==> config.mk <==
export PLATFORM = sky130hd
export DESIGN_NAME = phased_event_time_queue_flat
export DESIGN_NICKNAME = d
export VERILOG_FILES = /design/src/rtl/core/petq_pkg.sv /design/src/rtl/core/petq_in_if.sv /design/src/rtl/core/petq_out_if.sv /design/src/rtl/core/petq_ctrl.sv /design/src/rtl/core/petq_dp.sv /design/src/rtl/core/phased_event_time_queue.sv /design/src/flat_wrapper.sv
export SDC_FILE = /design/constraint.sdc
export NUM_CORES = 2
export LEC_CHECK = 0
export BUFFER_PORTS_ARGS = -buffer_cell sky130_fd_sc_hd__buf_2
export CORE_AREA = 2 2 372 374
export CTS_BUF_LIST = sky130_fd_sc_hd__clkbuf_4 sky130_fd_sc_hd__clkbuf_8
export CTS_CLUSTER_DIAMETER = 40
export DETAILED_ROUTE_END_ITERATION = 16
export DIE_AREA = 0 0 374 376
export GPL_TIMING_DRIVEN = 0
export PLACE_DENSITY_LB_ADDON = 0.1
export SLEW_MARGIN = 30
export SYNTH_ARGS = -nofsm -noshare
export SYNTH_HDL_FRONTEND = slang
export SYNTH_SLANG_ARGS = --single-unit
==> constraint.sdc <==
create_clock -name i_clk -period 4.9 [get_ports i_clk]
set_clock_uncertainty 0.15 [all_clocks]
set_input_delay 0.49 -clock i_clk [delete_from_list [all_inputs] [get_ports i_clk]]
set_output_delay 0.49 -clock i_clk [all_outputs]
set_load 0.03 [all_outputs]
==> src/rtl/core/petq_pkg.sv <==
// Shared types and constants for the phased event time queue.
package petq_pkg;

    localparam int DEF_SLOTS = 16;
    localparam int ID_W      = 4;
    localparam int TIME_W    = 50;
    localparam int NOW_W     = 48;
    localparam int DELAY_W   = 32;
    localparam int CNT_OUT_W = 5;

    localparam logic [1:0] OP_SCHEDULE = 2'd0;
    localparam logic [1:0] OP_CANCEL   = 2'd1;
    localparam logic [1:0] OP_CLEAR    = 2'd2;

    typedef struct packed {
        logic [1:0]         opcode;
        logic [ID_W-1:0]    event_id;
        logic [DELAY_W-1:0] delay_cycles;
        logic               phase;
        logic [NOW_W-1:0]   now;
    } t_in_item;

    typedef struct packed {
        logic                 was_pending;
        logic                 head_valid;
        logic [ID_W-1:0]      head_id;
        logic [TIME_W-1:0]    head_time;
        logic [CNT_OUT_W-1:0] pending_count;
    } t_out_item;

    typedef enum logic [1:0] {
        ST_IDLE,
        ST_INSERT,
        ST_HOLD
    } t_state;

    typedef struct packed {
        logic accept;
        logic insert;
        logic load;
    } t_dp_cmd;

endpackage

==> src/rtl/core/petq_in_if.sv <==
// Request channel carrying queue operations into the block.
interface petq_in_if;
    logic                valid;
    logic                ready;
    petq_pkg::t_in_item  data;

    modport source (output valid, output data, input ready);
    modport sink   (input valid, input data, output ready);
endinterface

==> src/rtl/core/petq_out_if.sv <==
// Result channel carrying queue head and count out of the block.
interface petq_out_if;
    logic                valid;
    logic                ready;
    petq_pkg::t_out_item data;

    modport source (output valid, output data, input ready);
    modport sink   (input valid, input data, output ready);
endinterface

==> src/rtl/core/petq_ctrl.sv <==
// Controller state machine sequencing remove, insert and result load.
module petq_ctrl (
    input  logic              i_clk,
    input  logic              i_rst_n,
    input  logic              i_in_valid,
    output logic              o_in_ready,
    output logic              o_out_valid,
    input  logic              i_out_ready,
    output petq_pkg::t_dp_cmd o_cmd
);

    petq_pkg::t_state r_state, n_state;
    logic             r_out_valid, n_out_valid;
    logic             out_free;

    assign out_free = !r_out_valid || i_out_ready;

    always_comb begin
        n_state = r_state;
        case (r_state)
            petq_pkg::ST_IDLE: begin
                if (i_in_valid) n_state = petq_pkg::ST_INSERT;
            end
            petq_pkg::ST_INSERT: begin
                n_state = out_free ? petq_pkg::ST_IDLE : petq_pkg::ST_HOLD;
            end
            petq_pkg::ST_HOLD: begin
                if (out_free) n_state = petq_pkg::ST_IDLE;
            end
            default: n_state = petq_pkg::ST_IDLE;
        endcase
    end

    always_comb begin
        o_in_ready   = 1'b0;
        o_cmd.accept = 1'b0;
        o_cmd.insert = 1'b0;
        o_cmd.load   = 1'b0;
        case (r_state)
            petq_pkg::ST_IDLE: begin
                o_in_ready   = 1'b1;
                o_cmd.accept = i_in_valid;
            end
            petq_pkg::ST_INSERT: begin
                o_cmd.insert = 1'b1;
                o_cmd.load   = out_free;
            end
            petq_pkg::ST_HOLD: begin
                o_cmd.load = out_free;
            end
            default: begin
                o_in_ready = 1'b0;
            end
        endcase
    end

    always_comb begin
        n_out_valid = r_out_valid;
        if (o_cmd.load) begin
            n_out_valid = 1'b1;
        end else if (i_out_ready) begin
            n_out_valid = 1'b0;
        end
    end

    always_ff @(posedge i_clk) begin
        if (!i_rst_n) begin
            r_state     <= petq_pkg::ST_IDLE;
            r_out_valid <= 1'b0;
        end else begin
            r_state     <= n_state;
            r_out_valid <= n_out_valid;
        end
    end

    assign o_out_valid = r_out_valid;

endmodule

==> src/rtl/core/petq_dp.sv <==
// Datapath: sorted slot row with parallel remove and compare-and-shift insert.
module petq_dp #(
    parameter int SLOTS = petq_pkg::DEF_SLOTS
) (
    input  logic                i_clk,
    input  logic                i_rst_n,
    input  petq_pkg::t_dp_cmd   i_cmd,
    input  petq_pkg::t_in_item  i_item,
    output petq_pkg::t_out_item o_item
);

    localparam int CW  = $clog2(SLOTS + 1);
    localparam int CXW = CW + petq_pkg::CNT_OUT_W;

    logic [petq_pkg::ID_W-1:0]   r_ids   [SLOTS];
    logic [petq_pkg::TIME_W-1:0] r_times [SLOTS];
    logic [petq_pkg::ID_W-1:0]   n_ids   [SLOTS];
    logic [petq_pkg::TIME_W-1:0] n_times [SLOTS];
    logic [SLOTS-1:0]            r_valid, n_valid;
    logic [CW-1:0]               r_count, n_count;

    logic [petq_pkg::TIME_W-1:0] r_trig;
    logic [petq_pkg::ID_W-1:0]   r_eid;
    logic                        r_was;
    logic                        r_do_ins;
    petq_pkg::t_out_item         r_out;

    logic [SLOTS-1:0]            match;
    logic [SLOTS-1:0]            after_hit;
    logic [SLOTS-1:0]            ins_m;
    logic                        rm_op;
    logic                        hit;
    logic                        was;
    logic [petq_pkg::TIME_W-1:0] trig;
    logic [CXW-1:0]              cnt_ext;

    assign rm_op = (i_item.opcode == petq_pkg::OP_SCHEDULE) ||
                   (i_item.opcode == petq_pkg::OP_CANCEL);

    // trigger = 2*delay + now + (now[0] ^ phase), never above 50 bits
    assign trig = {{(petq_pkg::TIME_W - petq_pkg::DELAY_W - 1){1'b0}},
                   i_item.delay_cycles, 1'b0}
                + {{(petq_pkg::TIME_W - petq_pkg::NOW_W){1'b0}}, i_item.now}
                + {{(petq_pkg::TIME_W - 1){1'b0}}, i_item.now[0] ^ i_item.phase};

    always_comb begin
        for (int k = 0; k < SLOTS; k++) begin
            match[k] = r_valid[k] && (r_ids[k] == i_item.event_id);
        end
        // slot k shifts down once the removed entry sits at or before it
        for (int k = 0; k < SLOTS; k++) begin
            after_hit[k] = |(match << (SLOTS - 1 - k));
        end
        // slot k moves up (or takes the new entry) when it is free or later
        for (int k = 0; k < SLOTS; k++) begin
            ins_m[k] = !r_valid[k] || (r_times[k] > r_trig);
        end
    end

    assign hit = |match;
    assign was = rm_op && hit;

    always_comb begin
        n_ids   = r_ids;
        n_times = r_times;
        n_valid = r_valid;
        n_count = r_count;
        if (i_cmd.accept) begin
            if (i_item.opcode == petq_pkg::OP_CLEAR) begin
                n_valid = '0;
                n_count = '0;
            end else if (was) begin
                for (int k = 0; k < SLOTS - 1; k++) begin
                    if (after_hit[k]) begin
                        n_ids[k]   = r_ids[k+1];
                        n_times[k] = r_times[k+1];
                        n_valid[k] = r_valid[k+1];
                    end
                end
                if (after_hit[SLOTS-1]) n_valid[SLOTS-1] = 1'b0;
                n_count = r_count - 1'b1;
            end
        end
        if (i_cmd.insert && r_do_ins) begin
            if (ins_m[0]) begin
                n_ids[0]   = r_eid;
                n_times[0] = r_trig;
            end
            for (int k = 1; k < SLOTS; k++) begin
                if (ins_m[k]) begin
                    if (!ins_m[k-1]) begin
                        n_ids[k]   = r_eid;
                        n_times[k] = r_trig;
                    end else begin
                        n_ids[k]   = r_ids[k-1];
                        n_times[k] = r_times[k-1];
                    end
                end
            end
            n_valid = {r_valid[SLOTS-2:0], 1'b1};
            n_count = r_count + 1'b1;
        end
    end

    assign cnt_ext = CXW'(n_count);

    always_ff @(posedge i_clk) begin
        if (!i_rst_n) begin
            r_valid <= '0;
            r_count <= '0;
        end else begin
            r_valid <= n_valid;
            r_count <= n_count;
        end
    end

    always_ff @(posedge i_clk) begin
        r_ids   <= n_ids;
        r_times <= n_times;
        if (i_cmd.accept) begin
            r_trig   <= trig;
            r_eid    <= i_item.event_id;
            r_was    <= was;
            r_do_ins <= (i_item.opcode == petq_pkg::OP_SCHEDULE) &&
                        (hit || (r_count != CW'(SLOTS)));
        end
        if (i_cmd.load) begin
            r_out.was_pending   <= r_was;
            r_out.head_valid    <= n_valid[0];
            r_out.head_id       <= n_valid[0] ? n_ids[0] : '0;
            r_out.head_time     <= n_valid[0] ? n_times[0] : '0;
            r_out.pending_count <= cnt_ext[petq_pkg::CNT_OUT_W-1:0];
        end
    end

    assign o_item = r_out;

endmodule

==> src/rtl/core/phased_event_time_queue.sv <==
// Top level of the phased event time queue: controller plus slot datapath.
//
// Usage: i_cmd carries schedule, cancel and clear requests, each with the
// current half-cycle time; o_res returns one result per request with the
// was-pending flag, the earliest pending event (id and trigger time) and
// the number of queued events. Both channels transfer on valid && ready.
// Sequence: a request accepted while the controller is idle removes the
// addressed id from the sorted slot row; the insert state then compares
// the trigger time against every slot in parallel, shifts in the new
// entry and loads the result when o_res is free. i_cmd.ready is high only
// while the controller is idle, so one request is handled at a time.
// Reset (synchronous, i_rst_n low) empties the queue and drops any result
// not yet taken; slot contents are not cleared.
// When the receiver stalls, the result stays in the output register and
// the next request is taken and processed; its result then waits in the
// datapath until o_res drains, and no further request is taken.
module phased_event_time_queue #(
    parameter int SLOTS = petq_pkg::DEF_SLOTS
) (
    input  logic        i_clk,
    input  logic        i_rst_n,
    petq_in_if.sink     i_cmd,
    petq_out_if.source  o_res
);

    petq_pkg::t_dp_cmd cmd;

    petq_ctrl u_ctrl (
        .i_clk       (i_clk),
        .i_rst_n     (i_rst_n),
        .i_in_valid  (i_cmd.valid),
        .o_in_ready  (i_cmd.ready),
        .o_out_valid (o_res.valid),
        .i_out_ready (o_res.ready),
        .o_cmd       (cmd)
    );

    petq_dp #(
        .SLOTS (SLOTS)
    ) u_dp (
        .i_clk   (i_clk),
        .i_rst_n (i_rst_n),
        .i_cmd   (cmd),
        .i_item  (i_cmd.data),
        .o_item  (o_res.data)
    );

endmodule
==> src/flat_wrapper.sv <==
// flat-port wrapper written by rule: the top's interface ports become plain ports
module phased_event_time_queue_flat 
#(
    parameter int SLOTS = petq_pkg::DEF_SLOTS
)
  (i_clk, i_rst_n, i_cmd_valid, i_cmd_data, i_cmd_ready, o_res_valid, o_res_data, o_res_ready);
  petq_in_if i_cmd_i ();
  petq_out_if o_res_i ();
  input  logic i_clk;
  input  logic i_rst_n;
  input wire logic [$bits(i_cmd_i.valid)-1:0] i_cmd_valid;
  input wire logic [$bits(i_cmd_i.data)-1:0] i_cmd_data;
  output wire logic [$bits(i_cmd_i.ready)-1:0] i_cmd_ready;
  output wire logic [$bits(o_res_i.valid)-1:0] o_res_valid;
  output wire logic [$bits(o_res_i.data)-1:0] o_res_data;
  input wire logic [$bits(o_res_i.ready)-1:0] o_res_ready;
  assign i_cmd_i.valid = i_cmd_valid;
  assign i_cmd_i.data = i_cmd_data;
  assign i_cmd_ready = i_cmd_i.ready;
  assign o_res_valid = o_res_i.valid;
  assign o_res_data = o_res_i.data;
  assign o_res_i.ready = o_res_ready;
  phased_event_time_queue #(.SLOTS(SLOTS)) u_core (.i_clk(i_clk), .i_rst_n(i_rst_n), .i_cmd(i_cmd_i), .o_res(o_res_i));
endmodule
# Word-level counts from Yosys, hierarchy flattened
# Cells that the tools add are included.
# word_totals
regBits	1005
inputBits	91
output_inout_bits	63
elab_cells	346
# op_classes
add_sub_neg	4
magnitude_cmp	16
eq_ne	23
mux	134
bitwise_logic	1
reduce_logical	108
# ops
operator	count
50-bit two-way mux	46
750-bit two-way mux	3
50-bit > comparator	16
800-bit two-way mux	1
4-bit two-way mux	46
60-bit two-way mux	3
4-bit equality test	16
16-bit two-way mux	4
64-bit two-way mux	1
49-bit by 1-bit adder with 50-bit output	1
33-bit by 48-bit adder with 49-bit output	1
3-bit nonzero test	16
3-bit AND reduction	15
1-bit two-way mux	22
5-bit two-way mux	4
1-bit logical AND	19
1-bit logical OR	19
1-bit logical NOT	17
16-bit OR reduction	1
15-bit OR reduction	1
14-bit OR reduction	1
13-bit OR reduction	1
12-bit OR reduction	1
11-bit OR reduction	1
other kinds (21)	30

# Longest topological paths before layout
# logic_depth
depth_word	9
depth_mapped	15

# Hierarchy
# From an unflattened synthesis, not the netlist that was laid out.
# unflattened
cells_unflattened	6953
area_unflattened_um2	69317.7
# modules_own_cells
mod	instances	cells_each	area_each_um2	seq_area_each_um2
petq_dp	1	6932	69121.3	21740.9
petq_ctrl	1	21	196.4	60.1

# Worst setup path before layout
# OpenSTA, ideal clock, no wires.
# synth_path
path_type	reg-to-reg
startpoint	register u_core.u_ctrl.r_state[0]
endpoint	register u_core.u_dp.r_out, in the netlist u_core.u_dp.o_item[0], enable pin
setup_time_ns	0.488
t_arrival_ns	3.408
required_ns	4.262
setup_slack_ns	0.855
stages_incl_launch_ff	4
n_path_buf	0
period_less_slack_ns	4.045
path_cell_list	dfxtp_1 > inv_1 > ha_1 > nor2b_1
# synth_rtl
element	line	text
from (decl)	petq_ctrl.sv:12	petq_pkg::t_state r_state, n_state;
from (signal assigned)	petq_ctrl.sv:68	r_state <= petq_pkg::ST_IDLE;
from (signal assigned)	petq_ctrl.sv:71	r_state <= n_state;
to (decl)	petq_dp.sv:26	petq_pkg::t_out_item r_out;

==> key figures <==
Status
  – Status: finished, violations left
  – Failing checks: setup timing

Worst setup path
  – CP endpoint kind: register
  – CP Class: register to register
  – CP max FO: 10
  – CP arrival: 5710 ps
  – Data required time of the critical path: between 5000 and 6000 ps
  – Startpoint types: register

Synthesis
  – Number of enable flip-flop cells after synthesis: 170
  – Post-synthesis mux area share: roughly a fifth
  – Async set or reset register ratio after synthesis: 0%
  – Gate Count Post-Synth: about 7300
  – Top cells by area, synth: dfxtp_1 (25%), mux2i_1 (19%), ha_1 (15%)
  – Compound-gate portion of the synthesized area: between 10% and 20%
  – Synth Register Bits: 1004
  – Post-Syn Area: around 68000 um^2
  – Library cells used by synthesis: 80
  – Largest family of logic cells by synthesized area: multiplexers
  – Synth Warn #: 0
  – Synth Area in XOR/XNOR: under 10%
  – Sequential area share after synthesis: 32.1%
  – Adder-cell area share of the yosys netlist: between 10% and 20%
  – Post-synth top area share: between 20% and 30%
  – Syn nets: 8256
  – Top FF cell, synth: dfxtp_1
  – Mean Syn Cell Area: approximately 9.3 um^2
  – Cell taking the most area after synthesis: dfxtp_1
  – Simple-gate area share of the yosys netlist: ~11%

Global route
  – Number of global-route vias before repair: 59200
  – Pin count of the biggest net entering global routing: 39
  – Gr usage total: about 35%
  – Initial antenna violation count: 12
  – Global-route wire length before repair: 377000 um
  – Gr ovfl total: 0

Die
  – Die X: 374 um
  – Die ar.: 141000 um^2
  – # IOs: 154
  – Rows: about 140
  – Initial Util: between 40% and 50%
  – Core area: ~140000 um^2
  – Chip Height: between 300 and 400 um

Drt
  – Avg Vias per Cell: a little over 6
  – Routed wire length: 259000 um
  – Initial drt markers: roughly 5600
  – Via count: about 61000
  – DRT antenna net count: 0
  – DR DRC count: 0
  – DR pass1 iterations: 8
  – Routed len/inst: around 26 um

Final layout
  – Reg area: between 20000 and 25000 um^2
  – Most frequent cells in the layout: mux2i_1 (1293), a21oi_1 (847), dfxtp_1 (834), ha_1 (823), nand2_1 (757)
  – NumNets Final: around 8800
  – Filler instances: approximately 12000
  – Multi-input logic area: 44000 um^2
  – Ratio of cells with drive above 1 in the final layout: 12.1%
  – Area grow syn2layout: 15.2%
  – Most common cell after layout, fill and taps aside: mux2i_1
  – Layout Utilization: 57.3%

Worst hold path
  – Hold WC Path Type: input pin to register

STA
  – Period utilization: 102%
  – Least-Margin Pin Slew: roughly 1100 ps
  – Min Tclk post-route: around 5000 ps
  – FMAX: 0.200 GHz
  – Slew HR: between 20% and 30%
  – Hold Vio Cnt, Final: 0
  – Setup TNS: -1610 ps
  – Slew Limit Fails: 0
  – Final setup vio count: 34
  – RSZ-0062 raised after global routing: yes
  – Post-route setup slack: -106 ps

Clock network
  – CTS tree: built
  – Depth of the CTS H-tree: 4
  – Sink Count: approximately 1000
  – Number of buffers created by CTS: 204
  – Maximum clock path buffer count: 3
  – Clk_lat worst skew: 960 ps
  – CTS root buffer: clkbuf_8
  – CTS clk-pin slew, worst paths: about 60 ps

Pwr
  – Net Switching: around 16 mW
  – Reg power frac: between 30 and 40%
  – VDD IR-drop max: approximately 0.25 mV
  – Clock share of power: 24.1%
  – Lkg Pwr: approximately 36 nW
  – Sw Share: approximately two fifths
  – Power Internal: between 20 and 25 mW
  – Pwr Density: 516 nW/um^2
  – Comb power frac: between 30 and 40%

Job
  – Maxcap violations: 0

Placement
  – Place WS: -1460 ps
  – Port Buf Inserts: between 150 and 200
  – Final Wtd Congestion: roughly 0.99
  – DP Wirelength: 197000 um
[final timing paths]
path                               startpoint  cells after the start                               end  slack (ps)
min reg2reg       u_core.u_dp.r_was$_DFFE_PP_                      0  u_core.u_dp.o_item[60]$_DFFE_PP_         330
min                            i_cmd_data[67]                      4  u_core.u_dp.r_trig[20]$_DFFE_PP_          60
max reg2reg  u_core.u_dp.r_trig[23]$_DFFE_PP_                     11  u_core.u_dp.r_times[655]$_DFF_P_        -110
max          u_core.u_dp.r_trig[23]$_DFFE_PP_                     11  u_core.u_dp.r_times[655]$_DFF_P_        -110
[synthesized netlist by cell type (all sizes together), types with 134 or more instances]
cell    instances
ha            823
a22oi         169
o21ai         236
mux2i        1293
a21oi         851
buf           134
dfxtp         834
nand2         763
edfxtp        170
nor2          325
a21o          198
clkbuf        325
[critical path, stage by stage (launching register included)]
cell and delay, ps:
edfxtp_1 760, clkinvlp_4 640, ha_1 480, and4_1 200
nand4_1 210, nor3_1 80, a2bb2oi_1 650, a31o_2 260
clkbuf_1 560, clkbuf_1 560, a21oi_1 150, a32oi_1 220
[flip-flops by register name, summed over array words and instances, names as in the netlist]
register	flops
u_core.u_dp.r_eid	4
u_core.u_dp.r_count	5
u_core.u_dp.r_trig	49
u_core.u_dp.r_was	1
u_core.u_dp.r_do_ins	1
u_core.u_ctrl.r_state	2
u_core.u_dp.r_ids	64
u_core.u_ctrl.o_out_valid	1
u_core.u_dp.r_valid	16
u_core.u_dp.o_item	61
u_core.u_dp.r_times	800
[metrics by stage]
| step | instance area, um^2 | total power, mW | hold WS [ps] | cells |
|---|---|---|---|---|
| after global placement | 71000 | 29.1 | 306 | 9288 |
| final | 78300 | 40.4 | 56.8 | 9905 |
| after detailed placement | 71200 | 29.7 | 306 | 9296 |
| after floorplan | 68000 | 24.7 | 250 | 7341 |
| after CTS | 78000 | 39.9 | 1.68 | 9869 |
| after global routing | 78300 | 43.0 | 52.8 | 9899 |
[layout make-up]
cell class              count  area share (%)
plain buffers             453            2.62
multi-input cells        5754            56.2
repair inverters           24           0.230
well taps                1794            2.87
inverters                 124           0.746
repair buffers            362            3.62
diodes                     10          0.0320
clock inverters            88            1.14
clock buffers             292            4.66
flip-flops and latches   1004            27.8
[timing repair]
action,CTS,global route
cloned,20,4
endpoints found under the hold margin,62,0
setup buffers,89,22
gates resized for setup,133,51
setup endpoints to repair,830,759
hold buffers,88,0
pin swaps,5,1
[kinds of logic after synthesis]
family | Yosys count
multiplexers | 1364
AO/OA/AOI/OAI | 1840
XOR/XNOR | 104
flip-flops | 1004
adder cells (fa/ha/maj) | 824
AND/OR/NAND/NOR | 1622
buffers and inverters | 583
[layer usage]
| layer | track usage, % | vias up | wire length [um] |
|---|---|---|---|
| met3 | 5.81 | 524 | 18700 |
| met2 | 54.9 | 2449 | 111000 |
| met5 | 0 | - | 29 |
| li1 | - | 28700 | - |
| met1 | 48.3 | 29200 | 117000 |
| met4 | 16.1 | 4 | 11800 |
[power groups by stage]
stage | combinational (mW) | clock [mW] | sequential [mW]
after floorplan | 10.5 | 0 | 14.2
after global placement | 13.4 | 0 | 15.7
after detailed placement | 14.0 | 0 | 15.8
after CTS | 14.4 | 9.83 | 15.6
after global routing | 16.6 | 10.2 | 16.2
final | 14.8 | 9.74 | 15.9
(Power assumes the default switching activity.)
